==> src/design/mtc_pkg.sv <==
// Shared types and constants for the markdown token classifier.
// Holds the request structs, token kind codes, character codes and the
// command and status structs between the controller and the datapath.
package mtc_pkg;

  localparam int MAX_DIGITS = 8;
  localparam int CNT_W = $clog2(MAX_DIGITS + 1);
  localparam int IDX_W = (MAX_DIGITS > 1) ? $clog2(MAX_DIGITS) : 1;
  localparam int PH_W = (MAX_DIGITS > 2) ? CNT_W : 2;

  localparam logic [7:0] CH_STAR = 8'h2A;
  localparam logic [7:0] CH_HASH = 8'h23;
  localparam logic [7:0] CH_DASH = 8'h2D;
  localparam logic [7:0] CH_BANG = 8'h21;
  localparam logic [7:0] CH_LBRK = 8'h5B;
  localparam logic [7:0] CH_LPAR = 8'h28;
  localparam logic [7:0] CH_RPAR = 8'h29;
  localparam logic [7:0] CH_RBRK = 8'h5D;
  localparam logic [7:0] CH_TICK = 8'h60;
  localparam logic [7:0] CH_DOT = 8'h2E;
  localparam logic [7:0] CH_NL = 8'h0A;
  localparam logic [7:0] CH_ZERO = 8'h30;
  localparam logic [7:0] CH_NINE = 8'h39;

  localparam logic [3:0] K_TEXT = 4'd0;
  localparam logic [3:0] K_LINEBREAK = 4'd1;
  localparam logic [3:0] K_BOLD = 4'd2;
  localparam logic [3:0] K_ITALIC = 4'd3;
  localparam logic [3:0] K_HEADING = 4'd4;
  localparam logic [3:0] K_UL = 4'd5;
  localparam logic [3:0] K_OL = 4'd6;
  localparam logic [3:0] K_IMAGE = 4'd7;
  localparam logic [3:0] K_LBRK = 4'd8;
  localparam logic [3:0] K_LPAR = 4'd9;
  localparam logic [3:0] K_RPAR = 4'd10;
  localparam logic [3:0] K_RBRK = 4'd11;
  localparam logic [3:0] K_FENCE = 4'd12;

  typedef struct packed {
    logic [7:0] src_byte;
    logic       end_of_source;
  } in_item_t;

  typedef struct packed {
    logic [3:0] token_kind;
    logic [7:0] token_byte;
    logic       token_start;
    logic       run_last;
  } out_item_t;

  typedef enum logic [2:0] {
    IT_NONE,
    IT_ITALIC,
    IT_BOLD,
    IT_FENCE,
    IT_TICKS,
    IT_DIGITS
  } item_t;

  typedef enum logic [1:0] {
    PH_NONE,
    PH_PRE,
    PH_MID,
    PH_SUF
  } phase_t;

  typedef struct packed {
    logic   load;
    logic   emit;
    phase_t phase;
    logic   idx_clr;
    logic   last;
  } ctl_cmd_t;

  typedef struct packed {
    logic [PH_W-1:0] pre_n;
    logic            mid_v;
    logic [PH_W-1:0] suf_n;
    logic [PH_W-1:0] idx;
    logic            out_free;
  } dp_status_t;

endpackage

==> src/design/markdown_token_classifier_core.sv <==
// Top level of the markdown token classifier.
// Joins mtc_ctrl and mtc_datapath; depends on mtc_pkg.
//
// Source bytes enter one request at a time and leave as result requests tagged with a
// token kind, a start mark and a last-of-byte mark. A byte is accepted in S_IDLE, and
// its prefix, middle and suffix results, from 0 to 9 of them, are then issued from
// S_PRE, S_MID and S_SUF. The controller hands these results through the single output
// register one per cycle while out_stall does not hold it, and takes no new byte meanwhile.
// The next byte is accepted in the cycle after the last result is loaded, even while
// that result still waits on out_stall.
module markdown_token_classifier_core import mtc_pkg::*; (
  input  logic      clk,
  input  logic      rst_n,
  input  logic      in_valid,
  output logic      in_stall,
  input  in_item_t  in_data,
  output logic      out_valid,
  input  logic      out_stall,
  output out_item_t out_data
);

  ctl_cmd_t   cmd;
  dp_status_t status;

  mtc_ctrl u_ctrl (
    .clk      (clk),
    .rst_n    (rst_n),
    .in_valid (in_valid),
    .in_stall (in_stall),
    .status   (status),
    .cmd      (cmd)
  );

  mtc_datapath u_datapath (
    .clk       (clk),
    .rst_n     (rst_n),
    .cmd       (cmd),
    .in_data   (in_data),
    .status    (status),
    .out_valid (out_valid),
    .out_stall (out_stall),
    .out_data  (out_data)
  );

endmodule

==> src/design/mtc_ctrl.sv <==
// Controller of the markdown token classifier.
// Sequences the prefix, middle and suffix results of one request.
// Depends on mtc_pkg for the command and status structs.
module mtc_ctrl import mtc_pkg::*; (
  input  logic       clk,
  input  logic       rst_n,
  input  logic       in_valid,
  output logic       in_stall,
  input  dp_status_t status,
  output ctl_cmd_t   cmd
);

  typedef enum logic [3:0] {
    S_IDLE = 4'b0001,
    S_PRE  = 4'b0010,
    S_MID  = 4'b0100,
    S_SUF  = 4'b1000
  } state_t;

  state_t          state_r, state_nxt, after_st;
  phase_t          eff;
  logic            pre_ne, suf_ne, plast, later;
  logic [PH_W-1:0] idx_inc;

  assign pre_ne  = (status.pre_n != '0);
  assign suf_ne  = (status.suf_n != '0);
  assign idx_inc = status.idx + PH_W'(1);

  always_comb begin
    eff = PH_NONE;
    case (state_r)
      S_PRE: begin
        if (pre_ne) eff = PH_PRE;
        else if (status.mid_v) eff = PH_MID;
        else if (suf_ne) eff = PH_SUF;
      end
      S_MID: begin
        if (status.mid_v) eff = PH_MID;
        else if (suf_ne) eff = PH_SUF;
      end
      S_SUF: begin
        if (suf_ne) eff = PH_SUF;
      end
      default: eff = PH_NONE;
    endcase
  end

  always_comb begin
    plast    = 1'b1;
    later    = 1'b0;
    after_st = S_IDLE;
    case (eff)
      PH_PRE: begin
        plast    = (idx_inc == status.pre_n);
        later    = status.mid_v || suf_ne;
        after_st = status.mid_v ? S_MID : S_SUF;
      end
      PH_MID: begin
        later    = suf_ne;
        after_st = S_SUF;
      end
      PH_SUF: begin
        plast = (idx_inc == status.suf_n);
      end
      default: plast = 1'b1;
    endcase
  end

  always_comb begin
    state_nxt   = state_r;
    in_stall    = 1'b1;
    cmd.load    = 1'b0;
    cmd.emit    = 1'b0;
    cmd.phase   = eff;
    cmd.idx_clr = plast;
    cmd.last    = plast && !later;
    if (state_r == S_IDLE) begin
      in_stall = 1'b0;
      cmd.load = in_valid;
      if (in_valid) state_nxt = S_PRE;
    end else if (eff == PH_NONE) begin
      state_nxt = S_IDLE;
    end else if (status.out_free) begin
      cmd.emit = 1'b1;
      if (plast) state_nxt = later ? after_st : S_IDLE;
    end
  end

  always_ff @(posedge clk) begin
    if (!rst_n) begin
      state_r <= S_IDLE;
    end else begin
      state_r <= state_nxt;
    end
  end

`ifndef ASSERT_OFF
  a_emit_free: assert property (@(posedge clk) disable iff (!rst_n)
    cmd.emit |-> status.out_free) else $error("result issued into a full output register");
  a_load_pre: assert property (@(posedge clk) disable iff (!rst_n)
    cmd.load |=> state_r == S_PRE) else $error("accepted request did not start sequencing");
  a_last_idle: assert property (@(posedge clk) disable iff (!rst_n)
    (cmd.emit && cmd.last) |=> state_r == S_IDLE) else $error("final result did not end request");
`endif

endmodule

==> src/design/mtc_datapath.sv <==
// Datapath of the markdown token classifier.
// Holds the lexer state, digit buffer, result plan and output register.
// Depends on mtc_pkg for types, character codes and token kinds.
module mtc_datapath import mtc_pkg::*; (
  input  logic       clk,
  input  logic       rst_n,
  input  ctl_cmd_t   cmd,
  input  in_item_t   in_data,
  output dp_status_t status,
  output logic       out_valid,
  input  logic       out_stall,
  output out_item_t  out_data
);

  typedef enum logic [6:0] {
    L_FRESH   = 7'b0000001,
    L_TEXT    = 7'b0000010,
    L_STAR    = 7'b0000100,
    L_TICK1   = 7'b0001000,
    L_TICK2   = 7'b0010000,
    L_DIGIT   = 7'b0100000,
    L_LONGDIG = 7'b1000000
  } lex_mode_t;

  lex_mode_t       lex_mode_r, lex_mode_nxt, bt_mode;
  logic            code_mode_r, code_mode_nxt;
  logic [CNT_W-1:0] digit_count_r, digit_count_nxt, cnt_after;
  logic [7:0]      digit_store_r [MAX_DIGITS];
  item_t           pre_type_r, pre_type_nxt, suf_type_r, suf_type_nxt, sel_type;
  logic [PH_W-1:0] pre_n_r, pre_n_nxt, suf_n_r, suf_n_nxt, idx_r;
  logic [3:0]      fl_kind_r, fl_kind_nxt, mid_kind_r, mid_kind_nxt, bt_kind;
  logic            mid_v_r, mid_v_nxt, mid_start_r, mid_start_nxt;
  logic [7:0]      mid_byte_r, c;
  logic            out_valid_r;
  out_item_t       out_data_r, item;
  logic            wr_en;
  logic [IDX_W-1:0] wr_idx;
  logic            is_dig, ends, bt_v, bt_dig, use_bt, use_ct;

  assign c      = in_data.src_byte;
  assign is_dig = (c >= CH_ZERO) && (c <= CH_NINE);
  assign ends   = (c == CH_NL) || (!code_mode_r && ((c == CH_STAR) || (c == CH_LBRK) ||
                  (c == CH_RBRK) || (c == CH_LPAR) || (c == CH_RPAR)));

  always_comb begin
    bt_mode = L_TEXT;
    bt_v    = 1'b1;
    bt_kind = K_TEXT;
    bt_dig  = 1'b0;
    if (c == CH_NL) begin
      bt_mode = L_FRESH;
      bt_kind = K_LINEBREAK;
    end else if (!code_mode_r && c == CH_STAR) begin
      bt_mode = L_STAR;
      bt_v    = 1'b0;
    end else if (!code_mode_r && c == CH_HASH) begin
      bt_mode = L_FRESH;
      bt_kind = K_HEADING;
    end else if (!code_mode_r && c == CH_DASH) begin
      bt_mode = L_FRESH;
      bt_kind = K_UL;
    end else if (!code_mode_r && c == CH_BANG) begin
      bt_mode = L_FRESH;
      bt_kind = K_IMAGE;
    end else if (!code_mode_r && c == CH_LBRK) begin
      bt_mode = L_FRESH;
      bt_kind = K_LBRK;
    end else if (!code_mode_r && c == CH_LPAR) begin
      bt_mode = L_FRESH;
      bt_kind = K_LPAR;
    end else if (!code_mode_r && c == CH_RPAR) begin
      bt_mode = L_FRESH;
      bt_kind = K_RPAR;
    end else if (!code_mode_r && c == CH_RBRK) begin
      bt_mode = L_FRESH;
      bt_kind = K_RBRK;
    end else if (!code_mode_r && is_dig) begin
      bt_mode = L_DIGIT;
      bt_v    = 1'b0;
      bt_dig  = 1'b1;
    end else if (c == CH_TICK) begin
      bt_mode = L_TICK1;
      bt_v    = 1'b0;
    end
  end

  always_comb begin
    lex_mode_nxt    = lex_mode_r;
    code_mode_nxt   = code_mode_r;
    digit_count_nxt = digit_count_r;
    pre_type_nxt    = IT_NONE;
    pre_n_nxt       = '0;
    suf_type_nxt    = IT_NONE;
    suf_n_nxt       = '0;
    fl_kind_nxt     = K_TEXT;
    mid_v_nxt       = 1'b0;
    mid_kind_nxt    = K_TEXT;
    mid_start_nxt   = 1'b0;
    wr_en           = 1'b0;
    wr_idx          = '0;
    use_bt          = 1'b0;
    use_ct          = 1'b0;
    cnt_after       = '0;
    case (lex_mode_r)
      L_TEXT: begin
        use_ct = 1'b1;
      end
      L_STAR: begin
        if (c == CH_STAR) begin
          pre_type_nxt = IT_BOLD;
          pre_n_nxt    = PH_W'(1);
          lex_mode_nxt = L_FRESH;
        end else begin
          pre_type_nxt = IT_ITALIC;
          pre_n_nxt    = PH_W'(1);
          use_bt       = 1'b1;
        end
      end
      L_TICK1: begin
        if (c == CH_TICK) begin
          lex_mode_nxt = L_TICK2;
        end else begin
          pre_type_nxt = IT_TICKS;
          pre_n_nxt    = PH_W'(1);
          use_ct       = 1'b1;
        end
      end
      L_TICK2: begin
        if (c == CH_TICK) begin
          pre_type_nxt  = IT_FENCE;
          pre_n_nxt     = PH_W'(1);
          code_mode_nxt = !code_mode_r;
          lex_mode_nxt  = L_FRESH;
        end else begin
          pre_type_nxt = IT_TICKS;
          pre_n_nxt    = PH_W'(2);
          use_ct       = 1'b1;
        end
      end
      L_DIGIT: begin
        if (is_dig && digit_count_r < CNT_W'(MAX_DIGITS)) begin
          wr_en           = 1'b1;
          wr_idx          = digit_count_r[IDX_W-1:0];
          digit_count_nxt = digit_count_r + CNT_W'(1);
        end else begin
          pre_type_nxt    = IT_DIGITS;
          pre_n_nxt       = PH_W'(digit_count_r);
          digit_count_nxt = '0;
          if (is_dig) begin
            mid_v_nxt    = 1'b1;
            lex_mode_nxt = L_LONGDIG;
          end else if (c == CH_DOT) begin
            fl_kind_nxt  = K_OL;
            lex_mode_nxt = L_FRESH;
          end else begin
            use_bt = 1'b1;
          end
        end
      end
      L_LONGDIG: begin
        if (is_dig) mid_v_nxt = 1'b1;
        else use_bt = 1'b1;
      end
      default: begin
        use_bt = 1'b1;
      end
    endcase
    if (use_ct) begin
      if (ends) begin
        use_bt = 1'b1;
      end else begin
        mid_v_nxt    = 1'b1;
        lex_mode_nxt = L_TEXT;
      end
    end
    if (use_bt) begin
      lex_mode_nxt  = bt_mode;
      mid_v_nxt     = bt_v;
      mid_kind_nxt  = bt_kind;
      mid_start_nxt = 1'b1;
      if (bt_dig) begin
        wr_en           = 1'b1;
        wr_idx          = '0;
        digit_count_nxt = CNT_W'(1);
      end
    end
    if (in_data.end_of_source) begin
      cnt_after = digit_count_nxt;
      case (lex_mode_nxt)
        L_STAR: begin
          suf_type_nxt = IT_ITALIC;
          suf_n_nxt    = PH_W'(1);
        end
        L_TICK1: begin
          suf_type_nxt = IT_TICKS;
          suf_n_nxt    = PH_W'(1);
        end
        L_TICK2: begin
          suf_type_nxt = IT_TICKS;
          suf_n_nxt    = PH_W'(2);
        end
        L_DIGIT: begin
          suf_type_nxt = IT_DIGITS;
          suf_n_nxt    = PH_W'(cnt_after);
        end
        default: suf_type_nxt = IT_NONE;
      endcase
      lex_mode_nxt    = L_FRESH;
      code_mode_nxt   = 1'b0;
      digit_count_nxt = '0;
    end
  end

  always_comb begin
    sel_type = IT_NONE;
    case (cmd.phase)
      PH_PRE:  sel_type = pre_type_r;
      PH_SUF:  sel_type = suf_type_r;
      default: sel_type = IT_NONE;
    endcase
    item.token_kind  = K_TEXT;
    item.token_byte  = CH_STAR;
    item.token_start = 1'b1;
    item.run_last    = cmd.last;
    if (cmd.phase == PH_MID) begin
      item.token_kind  = mid_kind_r;
      item.token_byte  = mid_byte_r;
      item.token_start = mid_start_r;
    end else begin
      case (sel_type)
        IT_ITALIC: item.token_kind = K_ITALIC;
        IT_BOLD:   item.token_kind = K_BOLD;
        IT_FENCE: begin
          item.token_kind = K_FENCE;
          item.token_byte = CH_TICK;
        end
        IT_TICKS: begin
          item.token_byte  = CH_TICK;
          item.token_start = (idx_r == '0);
        end
        IT_DIGITS: begin
          item.token_kind  = fl_kind_r;
          item.token_byte  = digit_store_r[idx_r[IDX_W-1:0]];
          item.token_start = (idx_r == '0);
        end
        default: item.token_kind = K_TEXT;
      endcase
    end
  end

  always_ff @(posedge clk) begin
    if (cmd.load && wr_en) digit_store_r[wr_idx] <= c;
    if (cmd.load) begin
      mid_byte_r  <= c;
      mid_kind_r  <= mid_kind_nxt;
      mid_start_r <= mid_start_nxt;
      fl_kind_r   <= fl_kind_nxt;
      pre_type_r  <= pre_type_nxt;
      suf_type_r  <= suf_type_nxt;
    end
    if (cmd.emit) out_data_r <= item;
  end

  always_ff @(posedge clk) begin
    if (!rst_n) begin
      lex_mode_r    <= L_FRESH;
      code_mode_r   <= 1'b0;
      digit_count_r <= '0;
      pre_n_r       <= '0;
      suf_n_r       <= '0;
      mid_v_r       <= 1'b0;
      idx_r         <= '0;
      out_valid_r   <= 1'b0;
    end else begin
      if (cmd.load) begin
        lex_mode_r    <= lex_mode_nxt;
        code_mode_r   <= code_mode_nxt;
        digit_count_r <= digit_count_nxt;
        pre_n_r       <= pre_n_nxt;
        suf_n_r       <= suf_n_nxt;
        mid_v_r       <= mid_v_nxt;
        idx_r         <= '0;
      end else if (cmd.emit) begin
        idx_r <= cmd.idx_clr ? '0 : idx_r + PH_W'(1);
      end
      if (cmd.emit) out_valid_r <= 1'b1;
      else if (!out_stall) out_valid_r <= 1'b0;
    end
  end

  assign status.pre_n    = pre_n_r;
  assign status.mid_v    = mid_v_r;
  assign status.suf_n    = suf_n_r;
  assign status.idx      = idx_r;
  assign status.out_free = !out_valid_r || !out_stall;
  assign out_valid       = out_valid_r;
  assign out_data        = out_data_r;

`ifndef ASSERT_OFF
  a_cnt_range: assert property (@(posedge clk) disable iff (!rst_n)
    digit_count_r <= CNT_W'(MAX_DIGITS)) else $error("digit count beyond buffer depth");
  a_eos_clear: assert property (@(posedge clk) disable iff (!rst_n)
    (cmd.load && in_data.end_of_source) |=>
      (lex_mode_r == L_FRESH && !code_mode_r && digit_count_r == '0))
    else $error("end of source did not clear lexer state");
`endif

endmodule

==> config.mk <==
export PLATFORM = sky130hd
export DESIGN_NAME = markdown_token_classifier_core
export DESIGN_NICKNAME = d
export VERILOG_FILES = /design/src/design/mtc_pkg.sv /design/src/design/markdown_token_classifier_core.sv /design/src/design/mtc_ctrl.sv /design/src/design/mtc_datapath.sv
export SDC_FILE = /design/constraint.sdc
export NUM_CORES = 1
export LEC_CHECK = 0
export ABC_CLOCK_PERIOD_IN_PS = 6430
export BUFFER_PORTS_ARGS = -buffer_cell sky130_fd_sc_hd__buf_4
export CAP_MARGIN = 20
export CORE_MARGIN = 3
export CORE_UTILIZATION = 50
export CTS_CLUSTER_SIZE = 40
export DETAILED_ROUTE_END_ITERATION = 8
export PLACE_DENSITY = 0.72
export SLEW_MARGIN = 20
export SYNTH_ARGS = -nofsm -noshare
export SYNTH_HDL_FRONTEND = slang
export SYNTH_SLANG_ARGS = --single-unit
==> constraint.sdc <==
create_clock -name clk -period 6.43 [get_ports clk]
set_input_delay 0 -clock clk [delete_from_list [all_inputs] [get_ports clk]]
set_output_delay 0 -clock clk [all_outputs]
set_load 0.01 [all_outputs]
==> results of run 1 <==
## cells in the mapped netlist (all sizes together) (4+ instances only)
| library cell | number | area [um^2] |
|---|---|---|
| dfxtp | 33 | 661 |
| nor4 | 10 | 96.4 |
| nor2b | 10 | 62.6 |
| clkbuf | 22 | 82.6 |
| o31ai | 5 | 37.5 |
| inv | 16 | 60.1 |
| a21boi | 6 | 45.1 |
| or4 | 5 | 41.3 |
| nor2 | 27 | 101 |
| mux4 | 16 | 360 |
| nor3 | 13 | 75.1 |
| ha | 7 | 87.6 |
| and3 | 8 | 50.1 |
| a32o | 7 | 70.1 |
| xnor2 | 4 | 35.0 |
| xor2 | 5 | 43.8 |
| o22ai | 4 | 25.0 |
| a22o | 4 | 35.0 |
| nand2 | 41 | 154 |
| edfxtp | 97 | 2910 |
| nor4b | 4 | 62.6 |
| and2 | 10 | 62.6 |
| o21ai | 27 | 135 |
| a211oi | 8 | 65.1 |
| nand3 | 13 | 65.1 |
| mux2 | 4 | 45.0 |
| buf | 8 | 47.5 |
| nand2b | 6 | 37.5 |
| mux2i | 9 | 90.1 |
| a21oi | 21 | 105 |
## metal layers
layer	up-vias	share of wire, %	global-route usage [%]
li1	1994	-	-
met1	2100	45	30.5
met2	170	47	32.8
met3	25	5.6	5.19
met4	0	2.0	8.26
met5	-	0	0
## layout make-up
class / instances / area [um^2] / area share (%)
Multi-Input combinational cell: 324 / 2440 / 33.7
Timing Repair Buffer: 45 / 365 / 5.04
Inverter: 16 / 60.1 / 0.829
Clock inverter: 12 / 164 / 2.26
Sequential cell: 130 / 3570 / 49.3
Tap cell: 164 / 205 / 2.83
Clock buffer: 19 / 433 / 5.98
## what timing repair did
action                    in CTS  in global routing
hold buffers                  11                  0
hold endpoints to repair      84                  0
buffers inserted               0                  0
## metrics by stage
stage               worst slack, ns  total power (W)  hold slack, ns
global route                   2.63          0.00202           0.201
floorplan                      3.40         0.000969          0.0989
detailed placement             2.78         0.000997           0.277
CTS                            2.78          0.00197           0.142
global placement               2.87         0.000996           0.279
finish                         2.95          0.00197           0.166
## worst min-delay path: cells and delay by family
family / cells / cell delay [ns]
AOI/OAI and AO/OA: 1 / 0.15
buffers and inverters: 1 / 0.07
and+or+nand+nor: 1 / 0.32
## path summary, 6_finish.rpt
kind / cells past startpoint / startpoint / to
worst min register to register: 2 / u_datapath.pre_n_r[3]$_SDFFE_PN0P_ / u_datapath.pre_n_r[3]$_SDFFE_PN0P_
worst max register to register: 11 / u_datapath.suf_n_r[0]$_SDFFE_PN0P_ / u_ctrl.state_r[2]$_SDFFE_PN0P_
worst min-delay path: 3 / out_stall / u_datapath.out_valid$_SDFFE_PN0P_
worst max-delay path: 11 / u_datapath.suf_n_r[0]$_SDFFE_PN0P_ / u_ctrl.state_r[2]$_SDFFE_PN0P_
## power groups by stage
| stage | Clock, W | Sequential, W | Combinational [W] |
|---|---|---|---|
| after global placement | 0 | 0.000934 | 0.0000614 |
| after CTS | 0.000988 | 0.000917 | 0.0000681 |
| final | 0.000979 | 0.000918 | 0.0000693 |
| after detailed placement | 0 | 0.000935 | 0.0000624 |
| after global routing | 0.00103 | 0.000918 | 0.0000752 |
| after floorplan | 0 | 0.000933 | 0.0000357 |
## logic make-up after synthesis
logic type	after synthesis
simple gates	165
flops	130
compound gates	113
buf+inv	46
mux	29
xor+xnor	10
fa+ha+maj	7
## placed cells by master (no fill, tap or decap), types with 5 or more instances in the layout
| master | synthesis | final |
|---|---|---|
| nor3_1 | 11 | 8 |
| clkinv_1 | 0 | 5 |
| and2_1 | 9 | 9 |
| dlygate4sd3_1 | 0 | 11 |
| nand2b_1 | 6 | 6 |
| xor2_1 | 5 | 5 |
| a21boi_0 | 5 | 5 |
| mux2i_1 | 9 | 9 |
| nor3_2 | 2 | 5 |
| inv_1 | 15 | 15 |
| ha_1 | 7 | 7 |
| nand2_1 | 41 | 41 |
| o31ai_1 | 5 | 5 |
| buf_4 | 1 | 34 |
| o21ai_0 | 23 | 23 |
| a211oi_1 | 7 | 6 |
| and3_1 | 8 | 8 |
| nor4_1 | 6 | 6 |
| a21oi_1 | 21 | 21 |
| nor2b_1 | 10 | 10 |
| clkbuf_16 | 0 | 17 |
| edfxtp_1 | 97 | 97 |
| a32o_1 | 7 | 7 |
| nand3_1 | 13 | 13 |
| mux4_2 | 16 | 16 |
| dfxtp_1 | 33 | 33 |
| nor2_1 | 27 | 27 |
## state kept, by name, indices dropped and copies added (netlist names), named ones only
signal                    cells
u_datapath.out_data          14
u_datapath.fl_kind_r          1
u_datapath.digit_store_r     64
u_datapath.out_valid          1
u_datapath.code_mode_r        1
u_datapath.mid_v_r            1
u_datapath.digit_count_r      4
u_datapath.pre_type_r         3
u_datapath.suf_n_r            4
u_datapath.mid_byte_r         8
u_datapath.idx_r              4
u_ctrl.state_r                4
u_datapath.pre_n_r            4
u_datapath.mid_start_r        1
u_datapath.lex_mode_r         7
u_datapath.suf_type_r         2
u_datapath.mid_kind_r         4
==> impl_results.md, run 1 <==
* Seq pwr share at 46.7%
* Routed WL at 14100 um
* Nets@finish at ~550
* Net Switching at between 0.0003 and 0.0004 W
* Register area share after synthesis at between 50% and 60%
* Core area at roughly 12000 um^2
* Vert. Die Dim at roughly 120 um
* DRT iter0 DRCs at approximately 500
* XOR/XNOR Fraction of Synth Area at about 1.6%
* Drt drc at 0
* TritonCTS clock tree: built
* Fmax at ~290 MHz
* All-layer global routing usage at roughly 22%
* Post-synth EDFFs at 97
* Critical Path Fanout Max at 12
* Worst clock skew at 0.00694 ns
* Post-layout util at between 60% and 70%
* Worst Hold Class: in2reg
* VDD IR max at roughly 0.00018 V
* Clock share of power at between 40% and 50%
* Chip width at around 120 um
* Max_cap viols at 0
* Vias in the first global route at ~4000
* Mapped Area at between 6000 and 7000 um^2
* Tcrit/Tclk final at about 54%
* HPWL Detailed at just over 9000 um
* Post-synthesis compound-gate area fraction at about 13%
* Startpoint class of the critical path: register
* GPL Wtd Cong at between 0.9 and 1
* Clock transition at the registers of the reported paths at around 0.05 ns
* PortBufs at 28
* Largest net degree at the start of global routing at 25
* P_int at roughly 0.0016 W
* Post-synthesis register bit count at 130
* Crit end category: register
* Cell leakage power at roughly 2.5 nW
* Clk_lat worst skew at ~0.41 ns
* Avg WL per Cell at 19.8 um
* First-pass GRT wire length at roughly 22000 um
* Clk sinks at 130
* Critical Path RT at approximately 6.8 ns
* Filler cell count at 889
* Drt via density at between 6 and 7
* Post-Synth Simple-Gate Area at between 15 and 20%
* TritonCTS Buffers at 17
* Slew margin rel. at between 40% and 50%
* Placed cell area at between 6000 and 7000 um^2
* Antenna viol nets, final at 0
* Overflow after GRT at 0
* Ys async rst share at 0%
* RSZ-0062 raised after global routing: no
* Final min period at around 3.5 ns
* Arrival @ worst endpoint at ~3.8 ns
* Critical path class: reg2reg
* YS warnings at 0
* Syn Nets at 520
* Diode count at 0
* Buffers and inverters on the worst path at 0
* Worst path max stage delay at ~0.5 ns
* Die Area at 13700 um^2
* Top delay family on crit path: simple AND/OR/NAND/NOR gates
* Power Dens Cells at roughly 270 nW/um^2
* Slew Viols, Final at 0
* Status: completed
* Logic pwr share at between 3 and 4%
* Initial antenna violation count at 0
* PostCTS Resize Cnt at 0
* Slowest CP cell: or4_1
* Post-synthesis cell type count at 73
* # setup viols final at 0
* Final Cell Area at around 7200 um^2
* Root Driver: clkbuf_16
* Cell chain of the critical path: nor4_2 -> o21ai_0 -> a211oi_2 -> nor2_1 -> ha_1 -> mux2i_1 -> xnor3_1 -> nor4_1 -> nor3_2 -> or4_1 -> a21oi_1
* Placed cells at roughly 670
* Initial core utilization at 52.6%
* Fin cells at slightly above 700
* H-tree depth at 4
* Post-Synth Adder-Cell Area at under 10%
* Setup TNS at 0 ns
* Worst-margin pin slew at 0.868 ns
* Area grow syn2layout at 17.1%
* Row cnt at 39
* Largest family of logic cells by synthesized area: simple AND/OR/NAND/NOR gates
* # IOs at 29
* Share of cells above drive strength 1 at between 10% and 20%
* Final Hold Vio Count at 0
* CTS max path bufs at 2
* Synthesized area per cell at ~12 um^2
* Initial DRT Pass Iterations at 7
* Top_reg_cell synth: edfxtp_1
* Post-synthesis mux area share at under 10%
* Reg2Reg Setup Slack at between 2 and 3 ns
* Syn Inst Count at 500
* Switch share at 19.8%
* Via count at approximately 4300
Note: power is estimated with default switching activity, not from simulation.
==> run 2, diff against run 1 <==
--- a/config.mk
+++ b/config.mk
@@ -5,14 +5,14 @@
 export SDC_FILE = /design/constraint.sdc
 export NUM_CORES = 1
 export LEC_CHECK = 0
-export ABC_CLOCK_PERIOD_IN_PS = 6430
+export ABC_CLOCK_PERIOD_IN_PS = 2850
 export BUFFER_PORTS_ARGS = -buffer_cell sky130_fd_sc_hd__buf_4
 export CAP_MARGIN = 20
 export CORE_MARGIN = 3
 export CORE_UTILIZATION = 50
 export CTS_CLUSTER_SIZE = 40
 export DETAILED_ROUTE_END_ITERATION = 8
-export PLACE_DENSITY = 0.72
+export PLACE_DENSITY = 0.75
 export SLEW_MARGIN = 20
 export SYNTH_ARGS = -nofsm -noshare
 export SYNTH_HDL_FRONTEND = slang
==> constraint.sdc (replaced) <==
create_clock -name clk -period 2.85 [get_ports clk]
set_input_delay 0 -clock clk [delete_from_list [all_inputs] [get_ports clk]]
set_output_delay 0 -clock clk [all_outputs]
set_load 0.01 [all_outputs]
==> impl_results.md, run 2 (synthesis gave the netlist of run 1 again) <==
* Max_cap viols at 0 (unchanged)
* Hold path startpoint: in_valid
* Status: finished with violations
* Via count at 4926 (+15%)
* Most flop-heavy register: u_datapath.digit_store_r
* All-layer global routing usage at 24.7% (+3.1 points)
* Crit Reg-Reg Endpoint: u_ctrl.state_r[2]$_SDFFE_PN0P_
* # IOs at 29 (unchanged)
* Diode count at 0 (unchanged)
* Worst-margin pin slew at 0.742 ns (-0.125 ns)
* Top sig layer: met4
* Overflow after GRT at 0 (unchanged)
* Commonest non-fill, non-tap cell in the layout: edfxtp_1
* Area grow syn2layout at 34.0%
* Critical Path RT at 3.18 ns (-3.59 ns)
* Critical path class: reg2reg
* Post-layout util at 70.5% (+8.9 points)
* Worst clock skew at 0.0101 ns (+0.00319 ns)
* Vias in the first global route at 4580 (+13%)
* TritonCTS Buffers at 17 (unchanged)
* Final Cell Area at 8290 um^2 (+14%)
* Share of cells above drive strength 1 at 37.1% (+19 points)
* Max FFs per register at 64 (unchanged)
* Cells on worst reg2reg path at 13 (+2)
* Final worst setup slack at -0.484 ns (-3.43 ns)
* Met1 wire length at 7390 um (+17%)
* Placed cell area at 6900 um^2 (+5.8%)
* Slew Viols, Final at 0 (unchanged)
* Slew margin rel. at 50.4% (+8.4 points)
* Antenna viol nets, final at 0 (unchanged)
* Worst Hold Class: in2reg
* Core area at 11800 um^2 (unchanged)
* DRT iter0 DRCs at 630 (+27%)
* Startpoint class of the critical path: register
* Setup WS pre-CTS at -0.299 ns (-3.08 ns)
* Final min period at 3.33 ns (-0.147 ns)
* First-pass GRT wire length at 25200 um (+13%)
* Tcrit/Tclk final at 117% (+63 points)
* Initial antenna violation count at 0 (unchanged)
* Cell leakage power at 3.03 nW (+23%)
* GPL Wtd Cong at 0.922 (+0.23%)
* Crit end category: register
* Drt drc at 0 (unchanged)
* Commonest cells after routing, fill and taps aside: 97 x edfxtp_1, 91 x buf_4, 41 x nand2_1
* Reg2Reg Setup Slack at -0.48 ns (-3.43 ns)
* Drt via density at 6.26 (+3.6%)
* Setup TNS at -7.04 ns (-7.04 ns)
* Arrival @ worst endpoint at 3.67 ns (-0.15 ns)
* Avg WL per Cell at 23.2 um (+17%)
* Final Power at 0.00448 W (+130%)
* CTS max path bufs at 2 (unchanged)
* Root Driver: clkbuf_16
* Power Dens Cells at 541 nW/um^2 (+99%)
* Clk sinks at 130 (unchanged)
* Met3 wire len at 1540 um (+94%)
* Initial DRT Pass Iterations at 5 (-2)
* Clock transition at the registers of the reported paths at 0.05 ns (about the same)
* Worst Setup SP: u_datapath.suf_n_r[1]$_SDFFE_PN0P_
* Fmax at 300 MHz (+4.4%)
* Row cnt at 39 (unchanged)
* Filler cell count at 736 (-17%)
* Routed WL at 18300 um (+30%)
* Die Area at 13700 um^2 (unchanged)
* Met2 wire length at 8610 um (+29%)
* PortBufs at 28 (unchanged)
* Critical Path End: u_ctrl.state_r[2]$_SDFFE_PN0P_
* Chip width at 117 um (unchanged)
* Reg-to-reg startpoint: u_datapath.suf_n_r[1]$_SDFFE_PN0P_
* # setup viols final at 34 (+34)
* Vert. Die Dim at 117 um (unchanged)
* Critical Path Fanout Max at 8 (-4)
* H-tree depth at 4 (unchanged)
* TritonCTS clock tree: built
* Nets@finish at 630 (+14%)
* Clk_lat worst skew at 0.43 ns (+0.02 ns)
* VDD IR max at 0.000489 V (+170%)
* Final Hold Vio Count at 0 (unchanged)
* RSZ-0062 raised after global routing: yes
* HPWL Detailed at 10100 um (+8.8%)
* Failing checks: setup timing
* Initial core utilization at 52.6% (unchanged)
* Largest net degree at the start of global routing at 21 (-16%)
-- run 2: changes by cell type in the layout (fill, tap and decap cells not counted), moves of 4 or more --
cell     previous run  this run
a21oi_1            21        12
a21oi_2             0         6
buf_4              34        91
buf_6               0        15
dfxtp_1            33        29
ha_1                7         3
mux2i_1             9         5
o21ai_2             0         4
-- run 2: final cells by class --
class | instances | area, um^2 | share of cell area (%)
clock buffers | 19 | 443 | 5.34
clock inverters | 13 | 159 | 1.92
flip-flops and latches | 130 | 3580 | 43.2
inverters | 16 | 68.8 | 0.830
multi-input cells | 324 | 2770 | 33.5
well taps | 164 | 205 | 2.48
repair buffers | 121 | 1060 | 12.8
-- run 2: report_power, final --
group | internal [W] | switching [W] | total [W]
registers | 0.00205 | 0.0000240 | 0.00208
logic | 0.0000694 | 0.000116 | 0.000186
clock network | 0.00140 | 0.000824 | 0.00222
-- run 2: worst max-delay path: stages, from the launching register on --
cell      delay [ns]
dfxtp_4         0.36
or4_4           0.55
nor2_4          0.12
nor3_2          0.05
o21bai_1        0.26
inv_2           0.12
ha_4            0.21
buf_4           0.15
mux2i_2         0.23
xnor2_2         0.12
nor4_4          0.35
nor3_4          0.10
or4_1           0.42
a21oi_1         0.20
-- run 2: how the worst min path moves through the flow --
stage / endpoint / slack (ns) / cells past startpoint
floorplan: u_datapath.digit_store_r[0][0]$_DFFE_PP_ / 0.1 / 0
global placement: u_ctrl.state_r[0]$_SDFFE_PN1P_ / 0.29 / 2
detailed placement: u_ctrl.state_r[0]$_SDFFE_PN1P_ / 0.30 / 2
CTS: u_datapath.pre_n_r[1]$_SDFFE_PN0P_ / 0.03 / 3
global route: u_datapath.pre_n_r[1]$_SDFFE_PN0P_ / 0.08 / 3
finish: u_datapath.pre_n_r[3]$_SDFFE_PN0P_ / 0.06 / 5
-- run 2: per-layer routing --
layer | GRT usage (%) | vias to the layer above
met5 | 0 | -
met4 | 9.94 | 0
met3 | 5.71 | 55
met2 | 39.1 | 304
met1 | 33.2 | 2409
li1 | - | 2158
-- run 2: per-stage QoR --
step | hold WS, ns | instances
after floorplan | 0.0989 | 500
after global placement | 0.287 | 714
after detailed placement | 0.301 | 714
after CTS | 0.0338 | 774
after global routing | 0.0789 | 787
final | 0.0611 | 787
-- run 2: timing repair --
action,CTS,global route
setup buffers,20,15
gates cloned,0,2
hold buffers,10,0
resized for setup,34,61
setup endpoints to repair,22,41
pin swaps,21,29
endpoints found under the hold margin,84,0
==> run 3, diff against run 2 <==
--- a/config.mk
+++ b/config.mk
@@ -5,14 +5,14 @@
 export SDC_FILE = /design/constraint.sdc
 export NUM_CORES = 1
 export LEC_CHECK = 0
-export ABC_CLOCK_PERIOD_IN_PS = 2850
+export ABC_CLOCK_PERIOD_IN_PS = 4300
 export BUFFER_PORTS_ARGS = -buffer_cell sky130_fd_sc_hd__buf_4
 export CAP_MARGIN = 20
 export CORE_MARGIN = 3
 export CORE_UTILIZATION = 50
 export CTS_CLUSTER_SIZE = 40
 export DETAILED_ROUTE_END_ITERATION = 8
-export PLACE_DENSITY = 0.75
+export PLACE_DENSITY = 0.72
 export SLEW_MARGIN = 20
 export SYNTH_ARGS = -nofsm -noshare
 export SYNTH_HDL_FRONTEND = slang
==> constraint.sdc (replaced) <==
create_clock -name clk -period 4.3 [get_ports clk]
set_input_delay 0 -clock clk [delete_from_list [all_inputs] [get_ports clk]]
set_output_delay 0 -clock clk [all_outputs]
set_load 0.01 [all_outputs]
==> impl_results.md, run 3 (synthesis gave the netlist of run 1 again) <==
* Status: completed
* Drt drc at 0 (unchanged)
* TritonCTS clock tree: built
* Vert. Die Dim at 117 um (unchanged)
* Worst Setup SP: u_datapath.suf_n_r[1]$_SDFFE_PN0P_
* Root Driver: clkbuf_16
* Row cnt at 39 (unchanged)
* All-layer global routing usage at 23.1% (-1.6 points)
* Diode count at 0 (unchanged)
* Chip width at 117 um (unchanged)
* Via count at 4377 (-11%)
* Tcrit/Tclk final at 84.7% (-32 points)
* Clock transition at the registers of the reported paths at 0.06 ns (about the same)
* Final min period at 3.64 ns (+0.308 ns)
* Slew Viols, Final at 0 (unchanged)
* TritonCTS Buffers at 17 (unchanged)
* RSZ-0062 raised after global routing: no
* Cell leakage power at 2.50 nW (-17%)
* CTS max path bufs at 2 (unchanged)
* Grt met1 use at 31.6% (-1.6 points)
* DRT iter0 DRCs at 521 (-17%)
* Setup TNS at 0 ns (+7.04 ns)
* Critical Path Fanout Max at 12 (+4)
* Setup WS pre-CTS at 0.564 ns (+0.863 ns)
* Vias in the first global route at 4290 (-6.3%)
* Critical path class: reg2reg
* Initial antenna violation count at 0 (unchanged)
* First-pass GRT wire length at 23600 um (-6.2%)
* Core area at 11800 um^2 (unchanged)
* Crit end category: register
* Max FFs per register at 64 (unchanged)
* Startpoint class of the critical path: register
* Reg-to-reg startpoint: u_datapath.suf_n_r[1]$_SDFFE_PN0P_
* Register area at 3570 um^2 (-0.24%)
* Worst clock skew at 0.00912 ns (-0.00102 ns)
* Filler cell count at 892 (+21%)
* PostCTS Resize Cnt at 0 (-100%)
* Nets@finish at 558 (-11%)
* Clk sinks at 130 (unchanged)
* Area grow syn2layout at 17.6%
* HPWL Detailed at 9630 um (-4.8%)
* Worst-margin pin slew at 0.861 ns (+0.119 ns)
* Largest net degree at the start of global routing at 24 (+14%)
* Most flop-heavy register: u_datapath.digit_store_r
* VDD IR max at 0.000335 V (-31%)
* Avg WL per Cell at 20.2 um (-13%)
* Die Area at 13700 um^2 (unchanged)
* Critical Path RT at 4.64 ns (+1.46 ns)
* # setup viols final at 0 (-100%)
* Area of the multi-input gates at 2430 um^2 (-13%)
* Power Dens Cells at 410 nW/um^2 (-24%)
* Commonest non-fill, non-tap cell in the layout: edfxtp_1
* Global Route met3 Usage at 6.22% (+0.51 points)
* Worst Hold Class: in2reg
* Slew margin rel. at 42.5% (-7.9 points)
* Clk_lat worst skew at 0.42 ns (about the same)
* GPL Wtd Cong at 0.907 (-1.6%)
* H-tree depth at 4 (unchanged)
* Initial DRT Pass Iterations at 5 (unchanged)
* Antenna viol nets, final at 0 (unchanged)
* Initial core utilization at 52.6% (unchanged)
* Max_cap viols at 0 (unchanged)
* # IOs at 29 (unchanged)
* Hold path startpoint: in_valid
* Overflow after GRT at 0 (unchanged)
* Drt via density at 6.12 (-2.2%)
* Arrival @ worst endpoint at 3.98 ns (+0.31 ns)
* Share of cells above drive strength 1 at 18.9% (-18 points)
* Fmax at 275 MHz (-8.5%)
* PortBufs at 28 (unchanged)
* Worst Hold Slack at 0.0582 ns (-0.00286 ns)
* Commonest cells after routing, fill and taps aside: 97 x edfxtp_1, 41 x nand2_1, 39 x buf_4
* Final worst setup slack at 0.658 ns (+1.14 ns)
* Routed WL at 14400 um (-21%)
* Gr busiest metal: met2
* Final Hold Vio Count at 0 (unchanged)
* GR Util met2 at 36.2% (-2.9 points)
run 3: cell types whose count changed in the layout (fill, tap and decap cells not counted), moves of 4 or more:
cell	delta
ha_1	+4
mux2i_1	+4
buf_6	-15
buf_4	-52
a21oi_1	+9
o21ai_2	-4
a21oi_2	-6
run 3: worst max-delay path, stage by stage, from the launching register on:
cell      delay [ns]
dfxtp_1         0.36
nor4_2          0.50
o21ai_0         0.18
a211oi_2        0.37
nor2_1          0.17
ha_1            0.37
mux2i_1         0.24
xnor3_1         0.23
nor4_1          0.27
nor3_2          0.19
or4_1           0.51
a21oi_1         0.18
run 3: cell type report:
class | count | share of cell area (%)
well taps | 164 | 2.82
multi-input cells | 324 | 33.4
flip-flops and latches | 130 | 49.1
inverters | 16 | 0.826
clock buffers | 18 | 5.90
clock inverters | 14 | 2.56
repair buffers | 49 | 5.40
run 3: report_power, final:
| part | internal, W | leakage, nW | switching, W |
|---|---|---|---|
| Sequential | 0.00136 | 1.19 | 0.0000112 |
| Clock | 0.000967 | 0.293 | 0.000536 |
| Combinational | 0.0000376 | 1.02 | 0.0000668 |
| Total | 0.00237 | 2.50 | 0.000614 |
run 3: path summary, 6_finish.rpt:
path,endpoint,slack (ns),depth (start not counted)
worst max-delay path,u_ctrl.state_r[2]$_SDFFE_PN0P_,0.66,11
worst min register to register,u_datapath.pre_n_r[2]$_SDFFE_PN0P_,0.50,1
worst min-delay path,u_ctrl.state_r[1]$_SDFFE_PN0P_,0.06,4
worst max register to register,u_ctrl.state_r[2]$_SDFFE_PN0P_,0.66,11
run 3: metrics by stage:
step / instances / utilization [%] / power, W / area, um^2
floorplan: 500 / - / 0.00145 / 6180
global placement: 673 / 55.7 / 0.00149 / 6550
detailed placement: 673 / 55.7 / 0.00149 / 6550
CTS: 715 / 61.8 / 0.00299 / 7270
global route: 715 / 61.9 / 0.00306 / 7270
finish: 715 / 61.9 / 0.00298 / 7270
run 3: repair_timing:
item	CTS	global route
hold buffers	10	0
endpoints found under the hold margin	84	0
setup buffers	0	0
run 3: metal layers:
metal	share of wire (%)	up-vias
met5	0	-
met4	1.8	0
met3	7.2	29
met2	48	191
met1	43	2155
li1	-	2002
